`src/hw/rtl/svpwm_pkg.sv`:
```
// ----------------------------------------------------------------------------
// svpwm_pkg
// Shared constants, register indexes and helper functions for the space vector
// PWM compare calculator.
// ----------------------------------------------------------------------------
package svpwm_pkg;

	localparam logic [15:0] PWM_PERIOD_RST  = 16'd2400;
	localparam logic [15:0] MIN_COMPARE_RST = 16'd100;
	localparam logic [15:0] MAX_OFFSET_RST  = 16'd10;
	localparam logic [15:0] TIME_GAIN_RST   = 16'd32768;

	localparam logic [1:0] REG_PWM_PERIOD  = 2'd0;
	localparam logic [1:0] REG_MIN_COMPARE = 2'd1;
	localparam logic [1:0] REG_MAX_OFFSET  = 2'd2;
	localparam logic [1:0] REG_TIME_GAIN   = 2'd3;

	localparam logic signed [33:0] SQRT3_Q15  = 34'sd56755;
	localparam logic signed [33:0] ROUND_Q15  = 34'sd16384;

	localparam logic [2:0] SECTOR_ZERO = 3'd0;
	localparam logic [2:0] SECTOR_1    = 3'd1;
	localparam logic [2:0] SECTOR_2    = 3'd2;
	localparam logic [2:0] SECTOR_3    = 3'd3;
	localparam logic [2:0] SECTOR_4    = 3'd4;
	localparam logic [2:0] SECTOR_5    = 3'd5;
	localparam logic [2:0] SECTOR_6    = 3'd6;

	// sign pattern {c>0, b>0, a>0} to sector
	function automatic logic [2:0] sector_of_n(input logic [2:0] n);
		logic [2:0] s;
		case (n)
			3'd1:    s = SECTOR_2;
			3'd2:    s = SECTOR_6;
			3'd3:    s = SECTOR_1;
			3'd4:    s = SECTOR_4;
			3'd5:    s = SECTOR_3;
			3'd6:    s = SECTOR_5;
			default: s = SECTOR_ZERO;
		endcase
		return s;
	endfunction

	function automatic logic signed [15:0] sat16(input logic signed [19:0] v);
		logic signed [15:0] r;
		if (v > 20'sd32767) begin
			r = 16'sh7fff;
		end else if (v < -20'sd32768) begin
			r = 16'sh8000;
		end else begin
			r = v[15:0];
		end
		return r;
	endfunction

endpackage

```
`src/hw/rtl/svpwm_compare_calculator.sv`:
```
// ----------------------------------------------------------------------------
// svpwm_compare_calculator
// Seven-segment space vector PWM: alpha/beta voltage pair in, sector and three
// phase timer compares out, as a six-stage pipeline.
// ----------------------------------------------------------------------------
// throughput: one item per cycle unless the output stalls; each stage loads whenever it is empty or
//   the stage after it moves, so bubbles close up under output back-pressure
// reset: arst_n clears all stage valid bits and loads the register defaults
//   (period 2400, min 100, offset 10, gain 32768)
module svpwm_compare_calculator
	import svpwm_pkg::*;
(
	input  logic        clk,
	input  logic        arst_n,
	input  logic        s_axis_tvalid,
	output logic        s_axis_tready,
	input  logic [31:0] s_axis_tdata,   // v_alpha[15:0], v_beta[31:16]
	output logic        m_axis_tvalid,
	input  logic        m_axis_tready,
	output logic [55:0] m_axis_tdata,   // compare_a, compare_b, compare_c, sector, zero pad
	input  logic        cfg_valid,
	output logic        cfg_ready,
	input  logic [1:0]  cfg_index,
	input  logic [15:0] cfg_data
);

	logic [15:0] pwm_period_q, min_compare_q, max_offset_q, time_gain_q;

	assign cfg_ready = 1'b1;

	always_ff @(posedge clk or negedge arst_n) begin
		if (!arst_n) begin
			pwm_period_q  <= PWM_PERIOD_RST;
			min_compare_q <= MIN_COMPARE_RST;
			max_offset_q  <= MAX_OFFSET_RST;
			time_gain_q   <= TIME_GAIN_RST;
		end else if (cfg_valid) begin
			case (cfg_index)
				REG_PWM_PERIOD:  pwm_period_q  <= cfg_data;
				REG_MIN_COMPARE: min_compare_q <= cfg_data;
				REG_MAX_OFFSET:  max_offset_q  <= cfg_data;
				REG_TIME_GAIN:   time_gain_q   <= cfg_data;
				default: ;
			endcase
		end
	end

	// stage valids and load enables
	logic v_s1, v_s2, v_s3, v_s4, v_s5, v_s6;
	logic ld1, ld2, ld3, ld4, ld5, ld6;

	assign ld6 = !v_s6 || m_axis_tready;
	assign ld5 = !v_s5 || ld6;
	assign ld4 = !v_s4 || ld5;
	assign ld3 = !v_s3 || ld4;
	assign ld2 = !v_s2 || ld3;
	assign ld1 = !v_s1 || ld2;

	assign s_axis_tready = ld1;
	assign m_axis_tvalid = v_s6;

	always_ff @(posedge clk or negedge arst_n) begin
		if (!arst_n) begin
			v_s1 <= 1'b0;
			v_s2 <= 1'b0;
			v_s3 <= 1'b0;
			v_s4 <= 1'b0;
			v_s5 <= 1'b0;
			v_s6 <= 1'b0;
		end else begin
			if (ld1) v_s1 <= s_axis_tvalid;
			if (ld2) v_s2 <= v_s1;
			if (ld3) v_s3 <= v_s2;
			if (ld4) v_s4 <= v_s3;
			if (ld5) v_s5 <= v_s4;
			if (ld6) v_s6 <= v_s5;
		end
	end

	// stage 1: alpha times sqrt3
	logic signed [15:0] v_alpha, v_beta;
	logic signed [33:0] va_ext;
	logic signed [33:0] prod_s1;
	logic signed [15:0] vb_s1;

	assign v_alpha = s_axis_tdata[15:0];
	assign v_beta  = s_axis_tdata[31:16];
	assign va_ext  = {{18{v_alpha[15]}}, v_alpha};

	always_ff @(posedge clk) begin
		if (ld1 && s_axis_tvalid) begin
			prod_s1 <= va_ext * SQRT3_Q15;
			vb_s1   <= v_beta;
		end
	end

	// stage 2: reference voltages a, b, c
	logic signed [33:0] prod_rnd;
	logic signed [19:0] p_ext, vb_ext, diff_b, diff_c, half_b, half_c;
	logic signed [15:0] a_s2, b_s2, c_s2;

	assign prod_rnd = prod_s1 + ROUND_Q15;
	assign p_ext    = {prod_rnd[33], prod_rnd[33:15]};
	assign vb_ext   = {{4{vb_s1[15]}}, vb_s1};
	assign diff_b   = p_ext - vb_ext + 20'sd1;
	assign diff_c   = -p_ext - vb_ext + 20'sd1;
	assign half_b   = diff_b >>> 1;
	assign half_c   = diff_c >>> 1;

	always_ff @(posedge clk) begin
		if (ld2 && v_s1) begin
			a_s2 <= vb_s1;
			b_s2 <= sat16(half_b);
			c_s2 <= sat16(half_c);
		end
	end

	// stage 3: gain products and sector
	logic signed [33:0] a_ext, nb_ext, nc_ext, g_ext;
	logic signed [33:0] xp_s3, yp_s3, zp_s3;
	logic [2:0] n_sig;
	logic [2:0] sector_s3;

	assign a_ext  = {{18{a_s2[15]}}, a_s2};
	assign nb_ext = -{{18{b_s2[15]}}, b_s2};
	assign nc_ext = -{{18{c_s2[15]}}, c_s2};
	assign g_ext  = {18'd0, time_gain_q};
	assign n_sig  = {c_s2 > 16'sd0, b_s2 > 16'sd0, a_s2 > 16'sd0};

	always_ff @(posedge clk) begin
		if (ld3 && v_s2) begin
			xp_s3     <= a_ext * g_ext;
			yp_s3     <= nc_ext * g_ext;
			zp_s3     <= nb_ext * g_ext;
			sector_s3 <= sector_of_n(n_sig);
		end
	end

	// stage 4: round, saturate, pick tx and ty
	logic signed [33:0] xr, yr, zr;
	logic signed [15:0] x_v, y_v, z_v;
	logic signed [16:0] x_e, y_e, z_e;
	logic signed [16:0] tx_n, ty_n;
	logic signed [16:0] tx_s4, ty_s4;
	logic [2:0] sector_s4;

	assign xr  = xp_s3 + ROUND_Q15;
	assign yr  = yp_s3 + ROUND_Q15;
	assign zr  = zp_s3 + ROUND_Q15;
	assign x_v = sat16({xr[33], xr[33:15]});
	assign y_v = sat16({yr[33], yr[33:15]});
	assign z_v = sat16({zr[33], zr[33:15]});
	assign x_e = {x_v[15], x_v};
	assign y_e = {y_v[15], y_v};
	assign z_e = {z_v[15], z_v};

	always_comb begin
		case (sector_s3)
			SECTOR_1: begin tx_n = -z_e; ty_n = x_e;  end
			SECTOR_2: begin tx_n = z_e;  ty_n = y_e;  end
			SECTOR_3: begin tx_n = x_e;  ty_n = -y_e; end
			SECTOR_4: begin tx_n = -x_e; ty_n = z_e;  end
			SECTOR_5: begin tx_n = -y_e; ty_n = -z_e; end
			SECTOR_6: begin tx_n = y_e;  ty_n = -x_e; end
			default:  begin tx_n = '0;   ty_n = '0;   end
		endcase
	end

	always_ff @(posedge clk) begin
		if (ld4 && v_s3) begin
			tx_s4     <= tx_n;
			ty_s4     <= ty_n;
			sector_s4 <= sector_s3;
		end
	end

	// stage 5: compares and limiting
	logic signed [19:0] ts_ext, tx_ext, ty_ext;
	logic signed [19:0] sum_sm, sum_md, sum_bg;
	logic signed [19:0] q_sm, q_md, q_bg;
	logic signed [19:0] hi_lim, lo_lim;
	logic signed [17:0] zero_diff;
	logic [15:0] sm_s5, md_s5, bg_s5, zv_s5;
	logic [2:0]  sector_s5;

	function automatic logic [15:0] limit_cmp(input logic signed [19:0] v,
			input logic signed [19:0] hi, input logic signed [19:0] lo);
		logic signed [19:0] r;
		r = (v > hi) ? hi : v;
		if (r < lo) r = lo;
		return r[15:0];
	endfunction

	assign ts_ext    = {3'd0, pwm_period_q, 1'b0};
	assign tx_ext    = {{3{tx_s4[16]}}, tx_s4};
	assign ty_ext    = {{3{ty_s4[16]}}, ty_s4};
	assign sum_sm    = ts_ext - tx_ext - ty_ext;
	assign sum_md    = ts_ext + tx_ext - ty_ext;
	assign sum_bg    = ts_ext + tx_ext + ty_ext;
	assign q_sm      = sum_sm >>> 2;
	assign q_md      = sum_md >>> 2;
	assign q_bg      = sum_bg >>> 2;
	assign hi_lim    = {4'd0, pwm_period_q} - {4'd0, max_offset_q};
	assign lo_lim    = {4'd0, min_compare_q};
	assign zero_diff = {2'd0, pwm_period_q} - {2'd0, min_compare_q};

	always_ff @(posedge clk) begin
		if (ld5 && v_s4) begin
			sm_s5     <= limit_cmp(q_sm, hi_lim, lo_lim);
			md_s5     <= limit_cmp(q_md, hi_lim, lo_lim);
			bg_s5     <= limit_cmp(q_bg, hi_lim, lo_lim);
			zv_s5     <= zero_diff[17] ? 16'd0 : zero_diff[15:0];
			sector_s5 <= sector_s4;
		end
	end

	// stage 6: phase routing into the output register
	logic [15:0] ca_n, cb_n, cc_n;

	always_comb begin
		case (sector_s5)
			SECTOR_1: begin ca_n = sm_s5; cb_n = md_s5; cc_n = bg_s5; end
			SECTOR_2: begin ca_n = md_s5; cb_n = sm_s5; cc_n = bg_s5; end
			SECTOR_3: begin ca_n = bg_s5; cb_n = sm_s5; cc_n = md_s5; end
			SECTOR_4: begin ca_n = bg_s5; cb_n = md_s5; cc_n = sm_s5; end
			SECTOR_5: begin ca_n = md_s5; cb_n = bg_s5; cc_n = sm_s5; end
			SECTOR_6: begin ca_n = sm_s5; cb_n = bg_s5; cc_n = md_s5; end
			default:  begin ca_n = zv_s5; cb_n = zv_s5; cc_n = zv_s5; end
		endcase
	end

	always_ff @(posedge clk) begin
		if (ld6 && v_s5) begin
			m_axis_tdata <= {5'd0, sector_s5, cc_n, cb_n, ca_n};
		end
	end

endmodule
```
`config.mk`:
```
export PLATFORM = sky130hd
export DESIGN_NAME = svpwm_compare_calculator
export DESIGN_NICKNAME = d
export VERILOG_FILES = /design/src/hw/rtl/svpwm_pkg.sv /design/src/hw/rtl/svpwm_compare_calculator.sv
export SDC_FILE = /design/constraint.sdc
export NUM_CORES = 2
export LEC_CHECK = 0
export BUFFER_PORTS_ARGS = -buffer_cell sky130_fd_sc_hd__buf_4
export CAP_MARGIN = 25
export CORE_MARGIN = 4
export CORE_UTILIZATION = 42
export CTS_CLUSTER_SIZE = 24
export DETAILED_ROUTE_END_ITERATION = 10
export GPL_TIMING_DRIVEN = 0
export SETUP_SLACK_MARGIN = 0.02
export SLEW_MARGIN = 40
export SYNTH_ARGS = -nofsm -noshare
export SYNTH_HDL_FRONTEND = slang
export SYNTH_SLANG_ARGS = --single-unit
```
`constraint.sdc`:
```
create_clock -name clk -period 8.78 [get_ports clk]
set_clock_uncertainty 0.15 [all_clocks]
set_input_delay 0.439 -clock clk [delete_from_list [all_inputs] [get_ports clk]]
set_output_delay 0.439 -clock clk [all_outputs]
set_load 0.02 [all_outputs]
```
==> out/qor.csv <==
stage;metric;value;unit
final_layout;nets;9378;
sta;layout_min_cycle_time;8.677;ns
place;dp_slack;-2.222;ns
clocking;cts_tree;yes;
sta;finalHoldViolCount;0;
sta;setup_violations;0;
worst_hold_path;hold_class;in2reg;
logic_synthesis;synth.most_common_cell;inv_1;
setup_path;rrSetupSlack;0.10;ns
clocking;clockRootBuffer;clkbuf_16;
detailed_routing;drt_pass1_iterations;8;
logic_synthesis;yosysUniqueCellTypes;101;
logic_synthesis;synthTopCellsByCount;inv_1 (1,378), fa_1 (980), nand2_1 (830), ha_1 (720), and2_1 (366);
detailed_routing;drt_first_iter_violations;4171;
setup_path;critPathBufInv;7;
detailed_routing;detail_route.wl_per_cell;23.44;um
detailed_routing;drc;0;
logic_synthesis;yosysWarnings;0;
clocking;htree_levels;2;
sta;finalCritPeriodShare;98.82;%
floorplan;fp.dieH;408.2;um
setup_path;arrival;8.91;ns
run_status;status;finished clean;
sta;maxSlewHeadroom;34.72;%
global_route;antenna_found_initial;23;
sta;setup_ws;0.1032;ns
place;dp_hpwl;185.3;mm
floorplan;fp.dieW;408.2;um
worst_hold_path;hold_end;pwm_period_q[12];
global_route;grt.overflow.total;0;
detailed_routing;ant_nets;0;
logic_synthesis;syn_inst;7310;
sta;fin_setup_tns;0;ns
setup_path;crit_top_cell;o21ai_2;
setup_path;crit_start;pwm_period_q[0];
sta;drv_slew;0;
setup_path;crit_slowest_cell;o41ai_4;
flow_run;drv_cap;0;
setup_path;critPathCaptureType;register;
detailed_routing;vias_per_cell;5.516;
sta;max_freq;0.1153;GHz
sta;holdWs;0.05268;ns
logic_synthesis;netlist_top_cells_area;fa_1 (29%), edfxtp_1 (13%), ha_1 (13%);
final_layout;synthToLayoutAreaGrowth;12.50;%
logic_synthesis;synth_top_area_share;29.17;%
logic_synthesis;synth-main-ff-cell;edfxtp_1;
floorplan;core;0.1587;sq mm
detailed_routing;vias;53760;
setup_path;regToRegEndpoint;md_s5[9];
logic_synthesis;syn_area_per_cell;9.202;sq um
setup_path;crit_cells;41;
floorplan;start_util;42.37;%
detailed_routing;drt-total-wl;228.5;mm
place;io_buffers;107;
clocking;clock_sink_count;370;
logic_synthesis;ys_ff_latch;370;
setup_path;reg2regPathDepth;41;
final_layout;drive_above_1_share;10.93;%
setup_path;reg2reg_from;pwm_period_q[0];
logic_synthesis;ys_async_sr_fraction;18.92;%
clocking;numCtsBuffers;46;
worst_hold_path;holdPathStages;2;
sta;rsz0062_at_grt;yes;
worst_hold_path;hold_start;cfg_data[12];
logic_synthesis;synth_area;0.06726;sq mm
clocking;clk_latency;0.64;ns
setup_path;crit_fanout;6;
floorplan;pin_count;114;
clocking;clkTransAtPathRegs;0.06;ns
global_route;grt_pass1_vias;55800;
global_route;grt_pass1_wl;345.2;mm
floorplan;fp.dieArea;0.1666;sq mm
setup_path;cp_top_family;compound AO/OA/AOI/OAI gates;
setup_path;worst-setup-path-type;reg2reg;
setup_path;start_kind;register;
floorplan;row_count;146;
sta;tightest_slew;0.9722;ns
clocking;cts_buffer_depth;3;
logic_synthesis;ys_seq_area_share;16.02;%
place;dp.cells;9500;
setup_path;crit_required;9.01;ns
setup_path;slowest_delay;0.60;ns
final_layout;fin_cells;9746;
global_route;groute.usage.overall;27.20;%
place;gp_congestion;0.9784;
logic_synthesis;synth_edf_count;300;
global_route;grt_max_degree;71;
logic_synthesis;yosysTopAreaCell;fa_1;
[per-layer routing]
| layer | vias to the layer above | wire [um] | global-route usage [%] |
|---|---|---|---|
| met4 | 8 | 13630 | 12.86 |
| met1 | 26940 | 90910 | 34.44 |
| li1 | 24120 | - | - |
| met3 | 542 | 17130 | 4.548 |
| met2 | 2158 | 106800 | 45.43 |
| met5 | - | 49 | 0 |
[final cells by class]
type	count	area, sq um
Tap cell	2072	2592
Buffer	319	1587
Clock inverter	28	360.3
Fill cell	15100	83080
Timing Repair Buffer	272	2288
Multi-Input combinational cell	5233	51600
Clock buffer	58	1239
Antenna cell	13	32.53
Sequential cell	370	10780
Inverter	1381	5189
[what timing repair did]
| action | 4_1_cts | 5_1_grt |
|---|---|---|
| pin swaps | 78 | 107 |
| setup endpoints to repair | 74 | 63 |
| cloned | 0 | 2 |
| gates resized for setup | 200 | 211 |
| hold buffers | 32 | 0 |
| hold endpoints to repair | 105 | 0 |
| setup buffers | 75 | 54 |
[cells by family (layout without fill, tap and decap cells)]
kind of cell    Yosys count  in the layout  share of synthesized area, %
simple gates           1994           1994                         14.29
buf+inv                1711           2058                         9.656
xor+xnor                358            358                         4.662
other cells               2             19                       0.01117
compound gates          986            986                         9.654
fa+ha+maj              1701           1701                         42.58
mux                     188            188                         3.140
flops                   370            370                         16.02
[layout by cell type, fill, tap and decap left out, drive strengths merged, types with 68 or more instances in the layout]
| cell | instances |
|---|---|
| a21o | 74 |
| a21oi | 264 |
| and2 | 368 |
| buf | 298 |
| clkbuf | 319 |
| edfxtp | 300 |
| fa | 980 |
| ha | 720 |
| inv | 1381 |
| mux2 | 124 |
| nand2 | 830 |
| nand2b | 83 |
| nand3 | 68 |
| nor2 | 283 |
| nor2b | 82 |
| nor3 | 73 |
| o21ai | 236 |
| xnor2 | 228 |
| xor2 | 130 |
[metrics by stage]
stage	utilization [%]	area, sq um
2_1_floorplan	-	67280
3_3_place_gp	44.52	70670
3_5_place_dp	44.73	71010
4_1_cts	46.81	74300
5_1_grt	47.65	75640
6_report	47.67	75670
[worst max path at each step]
stage,endpoint
detailed placement,md_s5[9]
CTS,bg_s5[1]
finish,md_s5[9]
global route,md_s5[9]
global placement,md_s5[9]
floorplan,zp_s3[33]
[state kept, by name, summed over array words and instances (netlist names), 17 cells and up]
name          flops
m_axis_tdata     51
yp_s3            20
zp_s3            20
prod_s1          19
xp_s3            19
tx_s4            17
ty_s4            17
Power is not shown: default switching activity piles up to over one toggle a cycle in this logic, so the estimate is an artifact.
